===== src/rtl/lpe_pkg.sv =====
// Shared types, constants and fixed-point helpers for the Legendre polynomial evaluator.
`timescale 1ns / 1ps
`default_nettype none

package lpe_pkg;

  localparam int ORDER_W   = 6;
  localparam int XW        = 32;
  localparam int FRAC_BITS = 30;
  localparam int MAX_ORDER = 63;

  localparam int PROD_W  = 65;
  localparam int RND_W   = 33;
  localparam int DIFF_W  = 33;
  localparam int RECIP_W = 31;
  localparam int SUM_W   = 36;

  localparam logic signed [XW-1:0] FX_ONE  = 32'sd1 <<< FRAC_BITS;
  localparam logic signed [XW-1:0] FX_MONE = -FX_ONE;
  localparam longint FX_ONE_L = 64'sd1 <<< FRAC_BITS;

  // round(2^FRAC_BITS / k); entry zero treated as k = 1
  localparam logic [RECIP_W-1:0] RECIP_TBL [2**ORDER_W] = '{
    RECIP_W'(FX_ONE_L),                  RECIP_W'(FX_ONE_L),
    RECIP_W'((FX_ONE_L + 2/2) / 2),      RECIP_W'((FX_ONE_L + 3/2) / 3),
    RECIP_W'((FX_ONE_L + 4/2) / 4),      RECIP_W'((FX_ONE_L + 5/2) / 5),
    RECIP_W'((FX_ONE_L + 6/2) / 6),      RECIP_W'((FX_ONE_L + 7/2) / 7),
    RECIP_W'((FX_ONE_L + 8/2) / 8),      RECIP_W'((FX_ONE_L + 9/2) / 9),
    RECIP_W'((FX_ONE_L + 10/2) / 10),    RECIP_W'((FX_ONE_L + 11/2) / 11),
    RECIP_W'((FX_ONE_L + 12/2) / 12),    RECIP_W'((FX_ONE_L + 13/2) / 13),
    RECIP_W'((FX_ONE_L + 14/2) / 14),    RECIP_W'((FX_ONE_L + 15/2) / 15),
    RECIP_W'((FX_ONE_L + 16/2) / 16),    RECIP_W'((FX_ONE_L + 17/2) / 17),
    RECIP_W'((FX_ONE_L + 18/2) / 18),    RECIP_W'((FX_ONE_L + 19/2) / 19),
    RECIP_W'((FX_ONE_L + 20/2) / 20),    RECIP_W'((FX_ONE_L + 21/2) / 21),
    RECIP_W'((FX_ONE_L + 22/2) / 22),    RECIP_W'((FX_ONE_L + 23/2) / 23),
    RECIP_W'((FX_ONE_L + 24/2) / 24),    RECIP_W'((FX_ONE_L + 25/2) / 25),
    RECIP_W'((FX_ONE_L + 26/2) / 26),    RECIP_W'((FX_ONE_L + 27/2) / 27),
    RECIP_W'((FX_ONE_L + 28/2) / 28),    RECIP_W'((FX_ONE_L + 29/2) / 29),
    RECIP_W'((FX_ONE_L + 30/2) / 30),    RECIP_W'((FX_ONE_L + 31/2) / 31),
    RECIP_W'((FX_ONE_L + 32/2) / 32),    RECIP_W'((FX_ONE_L + 33/2) / 33),
    RECIP_W'((FX_ONE_L + 34/2) / 34),    RECIP_W'((FX_ONE_L + 35/2) / 35),
    RECIP_W'((FX_ONE_L + 36/2) / 36),    RECIP_W'((FX_ONE_L + 37/2) / 37),
    RECIP_W'((FX_ONE_L + 38/2) / 38),    RECIP_W'((FX_ONE_L + 39/2) / 39),
    RECIP_W'((FX_ONE_L + 40/2) / 40),    RECIP_W'((FX_ONE_L + 41/2) / 41),
    RECIP_W'((FX_ONE_L + 42/2) / 42),    RECIP_W'((FX_ONE_L + 43/2) / 43),
    RECIP_W'((FX_ONE_L + 44/2) / 44),    RECIP_W'((FX_ONE_L + 45/2) / 45),
    RECIP_W'((FX_ONE_L + 46/2) / 46),    RECIP_W'((FX_ONE_L + 47/2) / 47),
    RECIP_W'((FX_ONE_L + 48/2) / 48),    RECIP_W'((FX_ONE_L + 49/2) / 49),
    RECIP_W'((FX_ONE_L + 50/2) / 50),    RECIP_W'((FX_ONE_L + 51/2) / 51),
    RECIP_W'((FX_ONE_L + 52/2) / 52),    RECIP_W'((FX_ONE_L + 53/2) / 53),
    RECIP_W'((FX_ONE_L + 54/2) / 54),    RECIP_W'((FX_ONE_L + 55/2) / 55),
    RECIP_W'((FX_ONE_L + 56/2) / 56),    RECIP_W'((FX_ONE_L + 57/2) / 57),
    RECIP_W'((FX_ONE_L + 58/2) / 58),    RECIP_W'((FX_ONE_L + 59/2) / 59),
    RECIP_W'((FX_ONE_L + 60/2) / 60),    RECIP_W'((FX_ONE_L + 61/2) / 61),
    RECIP_W'((FX_ONE_L + 62/2) / 62),    RECIP_W'((FX_ONE_L + 63/2) / 63)
  };

  typedef enum logic {
    MUL_X_CUR,
    MUL_D_RECIP
  } mul_sel_e;

  typedef struct packed {
    logic     load;
    mul_sel_e mul_sel;
    logic     prod_en;
    logic     rnd_en;
    logic     step;
  } ctl_cmd_t;

  typedef struct packed {
    logic init_last;
    logic last_step;
  } dp_sts_t;

  // round half away from zero, drop FRAC_BITS fraction bits
  function automatic logic signed [RND_W-1:0] fx_round(input logic signed [PROD_W-1:0] p);
    logic [PROD_W-1:0] mag;
    logic [PROD_W-1:0] r;
    mag = p[PROD_W-1] ? PROD_W'(-p) : PROD_W'(p);
    r = (mag + (PROD_W'(1) << (FRAC_BITS - 1))) >> FRAC_BITS;
    return p[PROD_W-1] ? -$signed(r[RND_W-1:0]) : $signed(r[RND_W-1:0]);
  endfunction

  function automatic logic signed [XW-1:0] fx_sat(input logic signed [SUM_W-1:0] v);
    logic signed [SUM_W-1:0] hi;
    logic signed [SUM_W-1:0] lo;
    hi = SUM_W'(FX_ONE);
    lo = SUM_W'(FX_MONE);
    if (v > hi) begin
      return FX_ONE;
    end else if (v < lo) begin
      return FX_MONE;
    end
    return v[XW-1:0];
  endfunction

endpackage

`default_nettype wire


===== src/rtl/lpe_dp.sv =====
// Datapath: argument and degree registers, shared multiplier, rounding and recurrence update.
`timescale 1ns / 1ps
`default_nettype none

module lpe_dp (
  input  wire                                      clk_i,
  input  wire                                      rst_ni,
  input  wire lpe_pkg::ctl_cmd_t                   cmd_i,
  output lpe_pkg::dp_sts_t                         sts_o,
  input  wire logic        [lpe_pkg::ORDER_W-1:0]  order_i,
  input  wire logic signed [lpe_pkg::XW-1:0]       x_value_i,
  output logic signed      [lpe_pkg::XW-1:0]       poly_value_o
);
  import lpe_pkg::*;

  logic        [ORDER_W-1:0] n_sat;
  logic        [ORDER_W-1:0] n_q;
  logic        [ORDER_W-1:0] i_q;
  logic        [ORDER_W-1:0] k;
  logic        [ORDER_W:0]   i_inc;
  logic signed [XW-1:0]      x_sat;
  logic signed [XW-1:0]      x_q;
  logic signed [XW-1:0]      prev_q;
  logic signed [XW-1:0]      cur_q;
  logic signed [XW-1:0]      next_val;
  logic signed [PROD_W-1:0]  prod_q;
  logic signed [PROD_W-1:0]  prod_d;
  logic signed [RND_W-1:0]   t_q;
  logic signed [RND_W-1:0]   rnd_val;
  logic signed [DIFF_W-1:0]  d_q;
  logic signed [DIFF_W-1:0]  d_d;
  logic signed [RND_W-1:0]   op_a;
  logic signed [XW-1:0]      op_b;
  logic signed [SUM_W-1:0]   sum;

  always_comb begin
    n_sat = (int'(order_i) > MAX_ORDER) ? ORDER_W'(MAX_ORDER) : order_i;
    if (x_value_i > FX_ONE) begin
      x_sat = FX_ONE;
    end else if (x_value_i < FX_MONE) begin
      x_sat = FX_MONE;
    end else begin
      x_sat = x_value_i;
    end
  end

  assign i_inc   = {1'b0, i_q} + (ORDER_W+1)'(1);
  assign k       = i_inc[ORDER_W-1:0];
  assign rnd_val = fx_round(prod_q);

  assign op_a = (cmd_i.mul_sel == MUL_D_RECIP) ? d_q : RND_W'(x_q);
  assign op_b = (cmd_i.mul_sel == MUL_D_RECIP) ? $signed({1'b0, RECIP_TBL[k]}) : cur_q;
  assign prod_d = PROD_W'(op_a) * PROD_W'(op_b);

  assign d_d      = DIFF_W'(rnd_val) - DIFF_W'(prev_q);
  // next = 2t - P(i-1) - round(d * R(i+1))
  assign sum      = (SUM_W'(t_q) <<< 1) - SUM_W'(prev_q) - SUM_W'(rnd_val);
  assign next_val = fx_sat(sum);

  assign sts_o.init_last = (n_sat < ORDER_W'(2));
  assign sts_o.last_step = (i_inc == {1'b0, n_q});
  assign poly_value_o    = cur_q;

  always_ff @(posedge clk_i or negedge rst_ni) begin
    if (!rst_ni) begin
      n_q <= '0;
      i_q <= '0;
    end else if (cmd_i.load) begin
      n_q <= n_sat;
      i_q <= ORDER_W'(1);
    end else if (cmd_i.step) begin
      i_q <= k;
    end
  end

  always_ff @(posedge clk_i) begin
    if (cmd_i.load) begin
      x_q    <= x_sat;
      prev_q <= FX_ONE;
      cur_q  <= (n_sat == '0) ? FX_ONE : x_sat;
    end else if (cmd_i.step) begin
      prev_q <= cur_q;
      cur_q  <= next_val;
    end
    if (cmd_i.prod_en) begin
      prod_q <= prod_d;
    end
    if (cmd_i.rnd_en) begin
      t_q <= rnd_val;
      d_q <= d_d;
    end
  end

  a_cur_in_range: assert property (@(posedge clk_i) disable iff (!rst_ni)
    cmd_i.step |=> (cur_q <= FX_ONE && cur_q >= FX_MONE))
    else $error("recurrence value left unit range");

  a_step_count: assert property (@(posedge clk_i) disable iff (!rst_ni)
    (cmd_i.step && !cmd_i.load) |=> (i_q == $past(k)) && (i_q <= n_q))
    else $error("step counter passed the degree");

endmodule

`default_nettype wire


===== src/rtl/lpe_ctrl.sv =====
// Controller: sequences load, two multiply/round phases per recurrence step, and result strobe.
`timescale 1ns / 1ps
`default_nettype none

module lpe_ctrl (
  input  wire                      clk_i,
  input  wire                      rst_ni,
  input  wire                      start,
  output logic                     busy,
  output logic                     done_o,
  output lpe_pkg::ctl_cmd_t        cmd_o,
  input  wire lpe_pkg::dp_sts_t    sts_i
);
  import lpe_pkg::*;

  typedef enum logic [2:0] {
    ST_IDLE,
    ST_MUL1,
    ST_RND1,
    ST_MUL2,
    ST_RND2,
    ST_OUT
  } state_e;

  state_e state_q, state_d;
  logic   busy_q, busy_d;
  logic   done_q, done_d;
  logic   accept;

  assign accept = start && !busy_q;

  always_comb begin
    state_d = state_q;
    case (state_q)
      ST_IDLE, ST_OUT: begin
        if (accept) begin
          state_d = sts_i.init_last ? ST_OUT : ST_MUL1;
        end else begin
          state_d = ST_IDLE;
        end
      end
      ST_MUL1: state_d = ST_RND1;
      ST_RND1: state_d = ST_MUL2;
      ST_MUL2: state_d = ST_RND2;
      ST_RND2: state_d = sts_i.last_step ? ST_OUT : ST_MUL1;
      default: state_d = ST_IDLE;
    endcase
    busy_d = !(state_d inside {ST_IDLE, ST_OUT});
    done_d = (state_d == ST_OUT);
  end

  always_ff @(posedge clk_i or negedge rst_ni) begin
    if (!rst_ni) begin
      state_q <= ST_IDLE;
      busy_q  <= 1'b0;
      done_q  <= 1'b0;
    end else begin
      state_q <= state_d;
      busy_q  <= busy_d;
      done_q  <= done_d;
    end
  end

  always_comb begin
    cmd_o.load    = accept;
    cmd_o.mul_sel = (state_q == ST_MUL2) ? MUL_D_RECIP : MUL_X_CUR;
    cmd_o.prod_en = (state_q == ST_MUL1) || (state_q == ST_MUL2);
    cmd_o.rnd_en  = (state_q == ST_RND1);
    cmd_o.step    = (state_q == ST_RND2);
  end

  assign busy   = busy_q;
  assign done_o = done_q;

  a_accept_progress: assert property (@(posedge clk_i) disable iff (!rst_ni)
    accept |=> (busy || done_o))
    else $error("accepted word produced neither work nor result");

  a_done_not_busy: assert property (@(posedge clk_i) disable iff (!rst_ni)
    done_o |-> !busy)
    else $error("result strobe while busy");

  a_step_follows: assert property (@(posedge clk_i) disable iff (!rst_ni)
    (state_q == ST_RND2 && !sts_i.last_step) |=> (state_q == ST_MUL1))
    else $error("recurrence stopped early");

endmodule

`default_nettype wire


===== src/rtl/legendre_polynomial_eval_top.sv =====
// Top level of the Legendre polynomial evaluator P_n(x), Q2.30 fixed point.
// For n <= 1 the result is strobed in the cycle after accept. Otherwise each recurrence step
// makes two passes through the shared 33x32 multiplier, each followed by a rounding state,
// and the result is strobed after the last step.
// A new word may be accepted in the cycle the result is strobed; the receiver cannot stall.
// Reset (rst_ni low, asynchronous) returns the controller to idle with busy and done_o low.
`timescale 1ns / 1ps
`default_nettype none

module legendre_polynomial_eval_top (
  input  wire                                      clk_i,
  input  wire                                      rst_ni,
  input  wire                                      start,
  input  wire logic        [lpe_pkg::ORDER_W-1:0]  order_i,
  input  wire logic signed [lpe_pkg::XW-1:0]       x_value_i,
  output logic                                     busy,
  output logic                                     done_o,
  output logic signed      [lpe_pkg::XW-1:0]       poly_value_o
);
  import lpe_pkg::*;

  ctl_cmd_t cmd;
  dp_sts_t  sts;

  lpe_ctrl u_ctrl (
    .clk_i  (clk_i),
    .rst_ni (rst_ni),
    .start  (start),
    .busy   (busy),
    .done_o (done_o),
    .cmd_o  (cmd),
    .sts_i  (sts)
  );

  lpe_dp u_dp (
    .clk_i        (clk_i),
    .rst_ni       (rst_ni),
    .cmd_i        (cmd),
    .sts_o        (sts),
    .order_i      (order_i),
    .x_value_i    (x_value_i),
    .poly_value_o (poly_value_o)
  );

endmodule

`default_nettype wire

===== config.mk =====
export PLATFORM = sky130hd
export DESIGN_NAME = legendre_polynomial_eval_top
export DESIGN_NICKNAME = d
export VERILOG_FILES = /design/src/rtl/lpe_pkg.sv /design/src/rtl/lpe_dp.sv /design/src/rtl/lpe_ctrl.sv /design/src/rtl/legendre_polynomial_eval_top.sv
export SDC_FILE = /design/constraint.sdc
export NUM_CORES = 2
export LEC_CHECK = 0
export BUFFER_PORTS_ARGS = -buffer_cell sky130_fd_sc_hd__buf_2
export CORE_AREA = 3 3 380 382
export DETAILED_ROUTE_END_ITERATION = 16
export DIE_AREA = 0 0 383 385
export GPL_TIMING_DRIVEN = 0
export PLACE_DENSITY = 0.58
export SYNTH_ARGS = -nofsm -noshare
export SYNTH_HDL_FRONTEND = slang
export SYNTH_SLANG_ARGS = --single-unit

===== constraint.sdc =====
create_clock -name clk_i -period 15.4 [get_ports clk_i]
set_input_delay 0.77 -clock clk_i [delete_from_list [all_inputs] [get_ports clk_i]]
set_output_delay 0.77 -clock clk_i [all_outputs]
set_load 0.02 [all_outputs]

==> results.py <==
metrics = {
    "status": {
        "status": "finished, violations left",
        "violations": "capacitance limit, slew limit",
    },
    "clocking": {
        "post-cts-setup-buffers": 0,
        "root_buffer": "clkbuf_16",
        "clock_sinks": 243,
        "cts_tree": "built",
        "cts_buffers": 31,
        "clk-insertion-delay-late_ns": 0.65,
        "h-tree-depth": 1,
        "path_clk_slew_ns": 0.06,
        "clock_path_buffers": 3,
    },
    "critical_path": {
        "crit_buf_inv": 9,
        "crit_fanout": 10,
        "rrSetupSlack_ns": 0.52,
        "rr_startpoint": "u_dp.i_q[0]",
        "slowest_delay_ns": 0.85,
        "endpoint_kind": "flip-flop",
        "critPathSlowestCell": "o21ai_2",
        "cp.arrival_ns": 15.27,
        "cp.depth": 37,
        "required_ns": 15.80,
        "r2r_cells": 37,
        "path_delay_family": "compound AO/OA/AOI/OAI gates",
        "setup.worst_path.class": "flip-flop to flip-flop",
        "critPathMostFrequentCell": "fa_1",
        "cp-start-kind": "flip-flop",
        "r2r_end": "u_dp.prod_q[64]",
    },
    "final_layout": {
        "fillers": 14240,
        "multi_input_area_um2": 43550,
        "seqCellArea_um2": 6892,
        "finalNetCount": 8038,
        "final_cells": 8486,
        "area_growth_pct": 7.874,
        "drive_gt1_frac": 0.04052,
    },
    "synthesis": {
        "ys.warnings.count": 0,
        "ys_ff_latch": 243,
        "syn_area_um2": 56410,
        "synth_area_per_cell_um2": 8.781,
        "syn_inst": 6424,
        "async_flop_share": 0.06996,
        "ys_types": 98,
        "ys.flop_type": "edfxtp_1",
        "ys_seq_area_frac": 0.1222,
        "synth-edff-count": 194,
        "syn_nets": 7897,
    },
    "floorplan": {
        "die_w_um": 383,
        "dieHeight_um": 385,
        "core_area_um2": 141400,
        "pin_count": 75,
        "start_util": 0.3989,
        "num_rows": 138,
        "die_area_um2": 147500,
    },
    "drt": {
        "wl_mm": 232.0,
        "wl_per_cell_um": 27.34,
        "drc": 0,
        "drt-initial-drc-count": 5080,
        "drt.antenna.violating_nets": 0,
        "dr.pass1.iters": 7,
        "viasPerCell": 5.613,
        "num_vias": 47640,
    },
    "timing": {
        "hold_viol": 0,
        "rsz0062_at_grt": "false",
        "finClkSkew_ns": 0.04603,
        "final-setup-viol-count": 0,
        "finalMaxSlewViolations": 1,
        "max_freq_ghz": 0.06722,
        "max-slew-margin-rel": -0.02658,
        "worstMarginPinSlew_ns": 1.497,
        "setup_ws_ns": 0.5244,
        "min_period_ns": 14.88,
        "finalCritPeriodShare": 0.9660,
    },
    "grt": {
        "grt_pass1_vias": 48030,
        "grt_usage": 0.3179,
        "grt_start_max_net_pins": 37,
        "grt_pass1_wl_mm": 338.3,
        "grt_overflow_total": 0,
        "antenna_found_initial": 8,
    },
    "place": {
        "dp_cells": 8422,
        "port_buffers": 74,
        "gp_congestion": 1.038,
        "post-place-ws_ns": -0.5394,
        "dpl.hpwl_mm": 194.4,
    },
    "flow_run": {
        "drv_cap": 1,
    },
    "worst_hold_path": {
        "hold_class": "primary input to asynchronous set/reset pin",
    },
}
## layout by cell type (no fill, tap or decap), types with 148 or more instances in the layout
| cell type | n |
|---|---|
| a21oi_1 | 228 |
| clkbuf_1 | 285 |
| edfxtp_1 | 194 |
| fa_1 | 1145 |
| ha_1 | 287 |
| inv_1 | 1307 |
| nand2_1 | 1037 |
| nor2_1 | 474 |
| o21ai_0 | 148 |
| xnor2_1 | 171 |
## per-layer routing
layer,GRT usage,up-vias,part of all wire
li1,-,20210,-
met1,0.4292,24410,0.40
met2,0.4746,2472,0.43
met3,0.07981,537,0.11
met4,0.1593,4,0.064
met5,0,-,0.000099
## state kept, by name, summed over array words and instances (netlist names)
name               flops
u_dp.prod_q           64
u_dp.poly_value_o     32
u_ctrl.state_q         3
u_dp.d_q              33
u_ctrl.done_o          1
u_dp.prev_q           32
u_dp.t_q              33
u_dp.n_q               6
u_dp.x_q              32
u_dp.i_q               6
u_ctrl.busy            1
## logic make-up after synthesis
kind of cell | Yosys count | share of synthesized area
buffers and inverters | 1631 | 0.1091
multiplexers | 41 | 0.007519
AO/OA/AOI/OAI | 817 | 0.09635
XOR/XNOR | 243 | 0.03797
AND/OR/NAND/NOR | 2016 | 0.1568
flip-flops | 243 | 0.1222
adder cells (fa/ha/maj) | 1433 | 0.4702
## timing repair
item	4_1_cts	5_1_grt
resized for setup	9	14
setup endpoints to repair	4	8
hold buffers	0	0
pin swaps	0	0
gates cloned	0	0
## worst max path at each step
stage	from	endpoint	slack (ns)
finish	u_dp.i_q[0]	u_dp.prod_q[64]	0.52
global route	u_dp.i_q[0]	u_dp.prod_q[61]	0.02
CTS	u_dp.i_q[0]	u_dp.prod_q[64]	0.03
detailed placement	u_dp.i_q[0]	u_dp.prod_q[64]	-0.54
global placement	u_ctrl.state_q[2]	u_dp.prod_q[64]	-4.18
floorplan	u_ctrl.state_q[2]	u_dp.prod_q[64]	2.89
## synthesized netlist by cell type (17+ instances only)
cell	instances	area share
dfrtp_1	17	0.0075
o21a_1	20	0.0027
o21ai_0	149	0.013
buf_1	27	0.0018
a31oi_1	32	0.0035
o31ai_1	23	0.0031
a21oi_1	232	0.021
and2_1	115	0.013
edfxtp_1	194	0.10
a211oi_1	26	0.0035
nand2_1	1037	0.069
or3_1	26	0.0029
a22o_1	23	0.0036
nor3_1	79	0.0070
inv_1	1307	0.087
xor2_1	71	0.011
ha_1	287	0.064
fa_1	1145	0.41
or2_2	22	0.0024
mux2i_1	39	0.0069
nand4_1	31	0.0034
nand3_1	61	0.0054
dfxtp_1	32	0.011
nor4_1	29	0.0032
xnor2_1	171	0.027
o21bai_1	19	0.0025
nor2_1	475	0.032
o22ai_1	17	0.0019
nor2b_1	20	0.0022
nand2b_1	29	0.0032
and3_1	32	0.0035
a21o_1	67	0.0089
o211ai_1	39	0.0052
clkbuf_1	288	0.019
## metrics by stage
stage                     instance area [um2]  setup TNS [ns]  hold slack [ns]  utilization
after CTS                               60800               0          0.06747       0.4299
after floorplan                         56410               0           0.4363            -
after detailed placement                59730          -1.053           0.4561       0.4224
final                                   60850               0          0.08825       0.4303
after global routing                    60840               0           0.1001       0.4302
after global placement                  59150         -109.53           0.4645       0.4183
## worst reg2reg max path, delay by kind of cell (launching register included)
family,cells,cell delay (ns)
compound gates,15,5.63
fa+ha+maj,11,5.02
buf+inv,9,3.22
flops,1,0.50
simple gates,1,0.20
xor+xnor,1,0.08
## final cells by class
class / count / share of cell area
Buffer: 321 / 0.02054
Tap cell: 1890 / 0.03886
Antenna cell: 7 / 0.0002879
Clock buffer: 36 / 0.01306
Timing Repair Buffer: 109 / 0.01355
Inverter: 1309 / 0.08074
Clock inverter: 21 / 0.004112
Multi-Input combinational cell: 4550 / 0.7156
Sequential cell: 243 / 0.1132
Power is left out: the tool's default activity adds up to more than one toggle a clock period on the data nets, which glitch-free logic cannot reach.
